## src/sv/rtb_pkg.sv

```systemverilog
// Package: shared types, codes and helpers of the remote trigger beacon transmitter.
`default_nettype none

package rtb_pkg;

  // Event codes carried by an input request
  typedef enum logic [1:0] {
    KIND_TICK     = 2'd0,
    KIND_SAMPLE   = 2'd1,
    KIND_RX       = 2'd2,
    KIND_TX_READY = 2'd3
  } rtb_kind_t;

  // Configuration register indexes
  typedef enum logic [1:0] {
    CFG_ANALOG_MODE = 2'd0,
    CFG_SALT        = 2'd1,
    CFG_BOTH_TH     = 2'd2,
    CFG_FOCUS_TH    = 2'd3
  } rtb_cfg_idx_t;

  // Beacon send sequencer; encoding 3 is unused and acts as idle
  typedef enum logic [1:0] {
    PH_IDLE = 2'd0,
    PH_SYNC = 2'd1,
    PH_CODE = 2'd2
  } rtb_phase_t;

  localparam int unsigned KIND_W    = 2;
  localparam int unsigned PEDAL_W   = 2;
  localparam int unsigned SAMPLE_W  = 10;
  localparam int unsigned BYTE_W    = 8;
  localparam int unsigned SUM_W     = 16;
  localparam int unsigned CNT_W     = 6;
  localparam int unsigned CFG_IDX_W = 2;

  localparam logic [BYTE_W-1:0]  SYNC_BYTE      = 8'hFF;
  localparam logic [CNT_W-1:0]   LAST_SAMPLE    = 6'd63;

  localparam logic [PEDAL_W-1:0] PEDAL_BOTH     = 2'd0;
  localparam logic [PEDAL_W-1:0] PEDAL_FOCUS    = 2'd1;
  localparam logic [PEDAL_W-1:0] PEDAL_RELEASED = 2'd3;

  localparam logic              RST_ANALOG_MODE = 1'b1;
  localparam logic [BYTE_W-1:0] RST_SALT        = 8'd216;
  localparam logic [BYTE_W-1:0] RST_BOTH_TH     = 8'd64;
  localparam logic [BYTE_W-1:0] RST_FOCUS_TH    = 8'd110;

  // Pedal bits repeated across the byte, then salted
  function automatic logic [BYTE_W-1:0] code_byte(input logic [PEDAL_W-1:0] pedal,
                                                  input logic [BYTE_W-1:0]  salt);
    code_byte = {4{pedal}} ^ salt;
  endfunction

endpackage

`default_nettype wire

```

## src/sv/rtb_if.sv

```systemverilog
// Interfaces: input event, result and configuration channels of the beacon transmitter.
`default_nettype none

interface rtb_in_if;
  import rtb_pkg::*;
  logic                valid;
  logic                ready;
  logic [KIND_W-1:0]   kind;
  logic [PEDAL_W-1:0]  pedal_bits;
  logic [SAMPLE_W-1:0] sample;
  logic [BYTE_W-1:0]   rx_byte;
  modport source (output valid, kind, pedal_bits, sample, rx_byte, input ready);
  modport sink   (input valid, kind, pedal_bits, sample, rx_byte, output ready);
endinterface

interface rtb_out_if;
  import rtb_pkg::*;
  logic              valid;
  logic              ready;
  logic              tx_valid;
  logic [BYTE_W-1:0] tx_byte;
  logic              led_on;
  logic              acked;
  modport source (output valid, tx_valid, tx_byte, led_on, acked, input ready);
  modport sink   (input valid, tx_valid, tx_byte, led_on, acked, output ready);
endinterface

interface rtb_cfg_if;
  import rtb_pkg::*;
  logic                 valid;
  logic                 ready;
  logic [CFG_IDX_W-1:0] index;
  logic [BYTE_W-1:0]    data;
  modport source (output valid, index, data, input ready);
  modport sink   (input valid, index, data, output ready);
endinterface

`default_nettype wire

```

## src/sv/remote_trigger_beacon_tx_core.sv

```systemverilog
// Top level: remote trigger beacon transmitter, pedal tracking, beacon send and ack watch.
// A request accepted into the input register moves on to the result register, which drives out_if.
// Throughput: one request per cycle while results are taken; an input register and a result
//   register hold the two halves, so a stalled result still lets one request in.
// Reset (rst_n low, synchronous): drops both pipeline registers, reloads config
//   defaults, pedal released, LED on, ack cleared, beacon idle.
`default_nettype none

module remote_trigger_beacon_tx_core (
  input  logic  clk,
  input  logic  rst_n,
  rtb_in_if.sink    in_if,
  rtb_out_if.source out_if,
  rtb_cfg_if.sink   cfg_if
);
  import rtb_pkg::*;

  // Configuration registers
  logic              analog_mode_r;
  logic [BYTE_W-1:0] salt_r;
  logic [BYTE_W-1:0] both_th_r;
  logic [BYTE_W-1:0] focus_th_r;

  // Input register
  logic                s1_valid_r;
  rtb_kind_t           s1_kind_r;
  logic [PEDAL_W-1:0]  s1_bits_r;
  logic [SAMPLE_W-1:0] s1_sample_r;
  logic [BYTE_W-1:0]   s1_rx_r;

  // Block state
  logic [SUM_W-1:0]   level_sum_r,  level_sum_nxt;
  logic [CNT_W-1:0]   sample_cnt_r, sample_cnt_nxt;
  logic [PEDAL_W-1:0] pedal_now_r,  pedal_now_nxt;
  logic [BYTE_W-1:0]  last_code_r,  last_code_nxt;
  logic               ack_seen_r,   ack_seen_nxt;
  rtb_phase_t         phase_r,      phase_nxt;
  logic               listen_r,     listen_nxt;
  logic               lamp_r,       lamp_nxt;

  // Result register
  logic              out_valid_r;
  logic              tx_valid_r,   tx_valid_nxt;
  logic [BYTE_W-1:0] tx_byte_r,    tx_byte_nxt;
  logic              led_r;
  logic              acked_r;

  // Working values of the single pass
  logic               judge;
  logic [PEDAL_W-1:0] pedal_new;
  logic [SUM_W-1:0]   sum_add;
  logic [BYTE_W-1:0]  avg;
  logic [BYTE_W-1:0]  code;

  logic adv;      // result register can take the input register's item
  logic s1_fire;  // input register item is processed this cycle

  assign adv     = !out_valid_r || out_if.ready;
  assign s1_fire = s1_valid_r && adv;

  assign in_if.ready  = !s1_valid_r || adv;
  assign cfg_if.ready = 1'b1;

  // Configuration writes; the user must change config only while the block is idle, the block does not enforce it
  always_ff @(posedge clk) begin
    if (!rst_n) begin
      analog_mode_r <= RST_ANALOG_MODE;
      salt_r        <= RST_SALT;
      both_th_r     <= RST_BOTH_TH;
      focus_th_r    <= RST_FOCUS_TH;
    end else if (cfg_if.valid) begin
      unique case (rtb_cfg_idx_t'(cfg_if.index))
        CFG_ANALOG_MODE: analog_mode_r <= cfg_if.data[0];
        CFG_SALT:        salt_r        <= cfg_if.data;
        CFG_BOTH_TH:     both_th_r     <= cfg_if.data;
        CFG_FOCUS_TH:    focus_th_r    <= cfg_if.data;
        default:         ;
      endcase
    end
  end

  // Input register: take a request whenever the stage is empty or moving on
  always_ff @(posedge clk) begin
    if (!rst_n) begin
      s1_valid_r <= 1'b0;
    end else if (in_if.ready) begin
      s1_valid_r <= in_if.valid;
    end
  end

  always_ff @(posedge clk) begin
    if (in_if.ready && in_if.valid) begin
      s1_kind_r   <= rtb_kind_t'(in_if.kind);
      s1_bits_r   <= in_if.pedal_bits;
      s1_sample_r <= in_if.sample;
      s1_rx_r     <= in_if.rx_byte;
    end
  end

  // Per-event update of the block state
  always_comb begin
    level_sum_nxt  = level_sum_r;
    sample_cnt_nxt = sample_cnt_r;
    pedal_now_nxt  = pedal_now_r;
    last_code_nxt  = last_code_r;
    ack_seen_nxt   = ack_seen_r;
    phase_nxt      = phase_r;
    listen_nxt     = listen_r;
    lamp_nxt       = lamp_r;
    tx_valid_nxt   = 1'b0;
    tx_byte_nxt    = '0;
    judge          = 1'b0;
    pedal_new      = pedal_now_r;
    sum_add        = level_sum_r + SUM_W'(s1_sample_r);
    avg            = sum_add[SUM_W-1 -: BYTE_W];
    code           = code_byte(pedal_now_r, salt_r);

    unique case (s1_kind_r)
      KIND_TICK: begin
        // Digital mode samples the port bits; analog mode leaves the state unchanged
        if (!analog_mode_r) begin
          pedal_new = s1_bits_r;
          judge     = 1'b1;
        end
      end
      KIND_SAMPLE: begin
        if (analog_mode_r) begin
          if (sample_cnt_r == LAST_SAMPLE) begin
            // Sum of 64 samples over 256; both threshold wins ties in order
            if (avg < both_th_r) begin
              pedal_new = PEDAL_BOTH;
            end else if (avg < focus_th_r) begin
              pedal_new = PEDAL_FOCUS;
            end else begin
              pedal_new = PEDAL_RELEASED;
            end
            judge          = 1'b1;
            level_sum_nxt  = '0;
            sample_cnt_nxt = '0;
          end else begin
            level_sum_nxt  = sum_add;
            sample_cnt_nxt = sample_cnt_r + 1'b1;
          end
        end
      end
      KIND_RX: begin
        // Ack watcher: sync byte, then the last code sent
        if (!listen_r) begin
          if (s1_rx_r == SYNC_BYTE) begin
            listen_nxt = 1'b1;
          end
        end else begin
          if (s1_rx_r == last_code_r) begin
            ack_seen_nxt = 1'b1;
          end
          listen_nxt = 1'b0;
        end
      end
      KIND_TX_READY: begin
        case (phase_r)
          PH_SYNC: begin
            tx_valid_nxt = 1'b1;
            tx_byte_nxt  = SYNC_BYTE;
            phase_nxt    = PH_CODE;
          end
          PH_CODE: begin
            tx_valid_nxt  = 1'b1;
            tx_byte_nxt   = code;
            last_code_nxt = code;
            phase_nxt     = PH_IDLE;
          end
          default: begin
            phase_nxt = PH_IDLE;
          end
        endcase
      end
      default: ;
    endcase

    // New pedal reading: restart the beacon and blink on change or missing ack, else light the LED
    if (judge) begin
      pedal_now_nxt = pedal_new;
      if (pedal_new != pedal_now_r || !ack_seen_r) begin
        ack_seen_nxt = 1'b0;
        phase_nxt    = PH_SYNC;
        lamp_nxt     = !lamp_r;
      end else begin
        lamp_nxt = 1'b1;
      end
    end
  end

  always_ff @(posedge clk) begin
    if (!rst_n) begin
      level_sum_r  <= '0;
      sample_cnt_r <= '0;
      pedal_now_r  <= PEDAL_RELEASED;
      last_code_r  <= '0;
      ack_seen_r   <= 1'b0;
      phase_r      <= PH_IDLE;
      listen_r     <= 1'b0;
      lamp_r       <= 1'b1;
    end else if (s1_fire) begin
      level_sum_r  <= level_sum_nxt;
      sample_cnt_r <= sample_cnt_nxt;
      pedal_now_r  <= pedal_now_nxt;
      last_code_r  <= last_code_nxt;
      ack_seen_r   <= ack_seen_nxt;
      phase_r      <= phase_nxt;
      listen_r     <= listen_nxt;
      lamp_r       <= lamp_nxt;
    end
  end

  // Result register: advance when empty or being taken
  always_ff @(posedge clk) begin
    if (!rst_n) begin
      out_valid_r <= 1'b0;
    end else if (adv) begin
      out_valid_r <= s1_valid_r;
    end
  end

  always_ff @(posedge clk) begin
    if (s1_fire) begin
      tx_valid_r <= tx_valid_nxt;
      tx_byte_r  <= tx_byte_nxt;
      led_r      <= lamp_nxt;
      acked_r    <= ack_seen_nxt;
    end
  end

  assign out_if.valid    = out_valid_r;
  assign out_if.tx_valid = tx_valid_r;
  assign out_if.tx_byte  = tx_byte_r;
  assign out_if.led_on   = led_r;
  assign out_if.acked    = acked_r;

endmodule

`default_nettype wire

```

## src/flat_wrapper.sv

```systemverilog
// flat-port wrapper written by rule: the top's interface ports become plain ports
module remote_trigger_beacon_tx_core_flat import rtb_pkg::*;
  (clk, rst_n, in_if_valid, in_if_kind, in_if_pedal_bits, in_if_sample, in_if_rx_byte, in_if_ready, out_if_valid, out_if_tx_valid, out_if_tx_byte, out_if_led_on, out_if_acked, out_if_ready, cfg_if_valid, cfg_if_index, cfg_if_data, cfg_if_ready);
  rtb_in_if in_if_i ();
  rtb_out_if out_if_i ();
  rtb_cfg_if cfg_if_i ();
  input  logic clk;
  input  logic rst_n;
  input wire logic [$bits(in_if_i.valid)-1:0] in_if_valid;
  input wire logic [$bits(in_if_i.kind)-1:0] in_if_kind;
  input wire logic [$bits(in_if_i.pedal_bits)-1:0] in_if_pedal_bits;
  input wire logic [$bits(in_if_i.sample)-1:0] in_if_sample;
  input wire logic [$bits(in_if_i.rx_byte)-1:0] in_if_rx_byte;
  output wire logic [$bits(in_if_i.ready)-1:0] in_if_ready;
  output wire logic [$bits(out_if_i.valid)-1:0] out_if_valid;
  output wire logic [$bits(out_if_i.tx_valid)-1:0] out_if_tx_valid;
  output wire logic [$bits(out_if_i.tx_byte)-1:0] out_if_tx_byte;
  output wire logic [$bits(out_if_i.led_on)-1:0] out_if_led_on;
  output wire logic [$bits(out_if_i.acked)-1:0] out_if_acked;
  input wire logic [$bits(out_if_i.ready)-1:0] out_if_ready;
  input wire logic [$bits(cfg_if_i.valid)-1:0] cfg_if_valid;
  input wire logic [$bits(cfg_if_i.index)-1:0] cfg_if_index;
  input wire logic [$bits(cfg_if_i.data)-1:0] cfg_if_data;
  output wire logic [$bits(cfg_if_i.ready)-1:0] cfg_if_ready;
  assign in_if_i.valid = in_if_valid;
  assign in_if_i.kind = in_if_kind;
  assign in_if_i.pedal_bits = in_if_pedal_bits;
  assign in_if_i.sample = in_if_sample;
  assign in_if_i.rx_byte = in_if_rx_byte;
  assign in_if_ready = in_if_i.ready;
  assign out_if_valid = out_if_i.valid;
  assign out_if_tx_valid = out_if_i.tx_valid;
  assign out_if_tx_byte = out_if_i.tx_byte;
  assign out_if_led_on = out_if_i.led_on;
  assign out_if_acked = out_if_i.acked;
  assign out_if_i.ready = out_if_ready;
  assign cfg_if_i.valid = cfg_if_valid;
  assign cfg_if_i.index = cfg_if_index;
  assign cfg_if_i.data = cfg_if_data;
  assign cfg_if_ready = cfg_if_i.ready;
  remote_trigger_beacon_tx_core u_core (.clk(clk), .rst_n(rst_n), .in_if(in_if_i), .out_if(out_if_i), .cfg_if(cfg_if_i));
endmodule
```

## config.mk

```make
export PLATFORM = sky130hd
export DESIGN_NAME = remote_trigger_beacon_tx_core_flat
export DESIGN_NICKNAME = d
export VERILOG_FILES = /design/src/sv/rtb_pkg.sv /design/src/sv/rtb_if.sv /design/src/sv/remote_trigger_beacon_tx_core.sv /design/src/flat_wrapper.sv
export SDC_FILE = /design/constraint.sdc
export NUM_CORES = 1
export LEC_CHECK = 0
export ABC_AREA = 1
export BUFFER_PORTS_ARGS = -buffer_cell sky130_fd_sc_hd__buf_2
export CELL_PAD_IN_SITES_DETAIL_PLACEMENT = 0
export CELL_PAD_IN_SITES_GLOBAL_PLACEMENT = 2
export CORE_MARGIN = 2
export CORE_UTILIZATION = 32
export CTS_CLUSTER_DIAMETER = 80
export DETAILED_ROUTE_END_ITERATION = 7
export PLACE_DENSITY_LB_ADDON = 0.1
export SYNTH_ARGS = -nofsm -noshare
export SYNTH_HDL_FRONTEND = slang
export SYNTH_SLANG_ARGS = --single-unit
```

## constraint.sdc

```tcl
create_clock -name clk -period 3.2 [get_ports clk]
set_clock_uncertainty 0.05 [all_clocks]
set_input_delay 0.64 -clock clk [delete_from_list [all_inputs] [get_ports clk]]
set_output_delay 0.64 -clock clk [all_outputs]
set_load 0.01 [all_outputs]
```

==> run metrics <==
run status complete, but fails checks; failing checks setup timing; CP endpoint kind register; Yosys reg bits 97; cts bufs inserted 9; area of the core 14500 um2; most frequent cell after synthesis nand2_1; Non-Filler Instances 826; Syn Inst Count 561; syn nets 626; total power after layout 2670 uW; Async SR Flop Fraction 0%; crit share post-route 117%; htree depth 3; number of global-route vias before repair 3724; Via Count 3833; Hold WC Path Type reg2reg; mapped cell area 4710 um2; Clock Sinks 97; Clock Path Buffers 2; GR Overflow Total 0; total number of yosys warnings 0; initial antenna violation count 0; final setup violation count 8; antenna-violating nets left 0; GP Congestion 0.795; Worst Setup Path Type reg2reg; Worst setup SP type register; DRC 0; wirelength, routed 11100 um; Fill cells 1480; peak supply drop 0.204 mV; Req. time, crit path 3250 ps; setup TNS -3040 ps; largest net degree at the start of global routing 30; row count 44; Max Slew Vio Count 0; Top FF cell, synth dfxtp_1; Detailed Routing Iterations Pass 1 4; Total GRT Usage 14.7%; top cells by area, synth dfxtp_1 (27%), edfxtp_1 (21%), nand2_1 (9.5%); Worst-Margin Slew 869 ps; Post-synth EDFFs 33; unrepaired setup endpoints after global routing yes; Avg Cell Area, Syn 8.40 um2; relative slew slack 42.0%; Synth top cells by count nand2_1 (119), a21oi_1 (69), dfxtp_1 (64), inv_1 (60), edfxtp_1 (33); Initial Util 32.6%; Ports 51; Nets 702; CP Max Fanout 3; DP HPWL 8340 um; Worst EP arrival 3790 ps; number of max-cap violations 0; worst skew pair latency 340 ps; register area share after synthesis 48.2%; first-pass GRT wire length 18400 um; pre-CTS WS -478 ps; WL per Instance 13.4 um; post-route setup slack -533 ps; Final Critical Period 3730 ps; 1st-iter DRT viols 209; die height 125 um; Area Growth Syn to Fin 22.3%; clk root buf clkbuf_16; die width 125 um; Port Buf Inserts 49; ant diodes 0; cell taking the most area after synthesis dfxtp_1; Cells after DPL 805; leakage power 0.00242 uW; f_max 0.268 GHz; share of post-route cells with drive strength above 1 20.9%; Hold Slack 416 ps; Clock transition at path regs 70 ps; via-per-instance ratio 4.64; Hold Vio Cnt, Final 0; Pwr Density 464 nW/um2; area fraction of the dominant cell type after synthesis 27.2%; Yosys cell types 43; CTS tree yes; die area 15700 um2
[worst paths after layout]
check / slack, ps / depth (start not counted) / start / end
setup / recovery: -530 / 23 / u_core.s1_sample_r[3] / u_core.out_if.led_on
hold / removal: 420 / 2 / u_core.level_sum_r[13] / u_core.level_sum_r[13]
setup reg to reg: -530 / 23 / u_core.s1_sample_r[3] / u_core.out_if.led_on
hold reg to reg: 420 / 2 / u_core.level_sum_r[13] / u_core.level_sum_r[13]
[kinds of logic (layout without fill, tap and decap cells)]
logic type,Yosys count,count (layout),synth area share [%]
other,1,1,0.0796
flip-flops,97,97,48.2
buffers and inverters,86,167,6.96
adder cells (fa/ha/maj),28,28,7.59
AO/OA/AOI/OAI,115,115,13.2
AND/OR/NAND/NOR,213,213,19.9
XOR/XNOR,21,21,4.06
[state kept, by name, indices dropped and copies added, names as in the netlist, 2 cells and up]
| register | cells |
|---|---|
| u_core.out_if.tx_byte | 8 |
| u_core.phase_r | 2 |
| u_core.s1_rx_r | 8 |
| u_core.focus_th_r | 8 |
| u_core.sample_cnt_r | 6 |
| u_core.salt_r | 8 |
| u_core.level_sum_r | 16 |
| u_core.s1_sample_r | 10 |
| u_core.pedal_now_r | 2 |
| u_core.both_th_r | 8 |
| u_core.s1_kind_r | 2 |
| u_core.s1_bits_r | 2 |
| u_core.last_code_r | 8 |
[critical path: stages, from the launching register on]
cell and delay (ps):
edfxtp_1 430, ha_4 310, inv_4 40, nor3_4 180, a21oi_2 80, or2_1 220, nand2_1 80, a21oi_2 50
nand2b_4 150, a21boi_4 200, nand3_2 110, xor2_2 200, ha_1 320, a21oi_2 140, nor2_1 50, a211oi_1 170
nand2_1 110, nand2_1 90, nand2_2 70, a21oi_2 130, nor2_2 50, nand2_1 70, nand3_1 80, and2_1 140
[area by class of cell]
cell class | count | area [um2] | area share, %
Multi-Input combinational cell | 378 | 2210 | 38.4
Timing Repair Buffer | 81 | 485 | 8.42
Clock inverter | 5 | 65.1 | 1.13
Tap cell | 184 | 230 | 3.99
Clock buffer | 11 | 233 | 4.04
Sequential cell | 97 | 2270 | 39.4
Inverter | 70 | 265 | 4.60
[per-stage QoR]
stage	util (%)	instance area, um2
finish	39.8	5760
global route	39.8	5760
CTS	39.3	5690
detailed placement	37.1	5370
global placement	37.1	5370
floorplan	-	4750
[metal layers]
metal	GRT usage, %	vias up	routed length, um
li1	-	2007	-
met4	5.29	0	172
met1	20.2	1745	5580
met3	2.44	10	448
met2	23.3	71	4870
met5	0	-	0
[cell usage in the layout, fill, tap and decap left out, types with 2 or more instances in the layout]
cell type and count:
clkinv_4 3, nand4_1 3, o211ai_1 3, o2111ai_1 2
o21ai_1 3, a211oi_1 2, ha_1 23, a21oi_1 66
dfxtp_1 64, nand3_1 30, nand2_2 5, nor2_2 2
xor2_1 13, buf_4 32, ha_4 4, edfxtp_1 33
nor2_1 30, or2_1 2, inv_1 59, inv_2 6
clkbuf_16 9, and3_1 3, nor3_1 7, a21oi_2 5
nand2_1 115, xnor2_1 6, buf_2 49, clkinv_1 4
or2_2 5, clkbuf_1 2, o21ai_0 30, nand3_2 4
[repair_timing]
action / CTS / global route
hold buffers: 0 / 0
endpoints found under the setup margin: 8 / 8
buffers inserted: 3 / 2
gates resized for setup: 2 / 11
pin swaps: 2 / 8
[power by group]
group | internal (uW) | switching (uW)
combinational | 93.2 | 139
sequential | 1320 | 24.9
clock | 614 | 480
(Power assumes the default switching activity.)
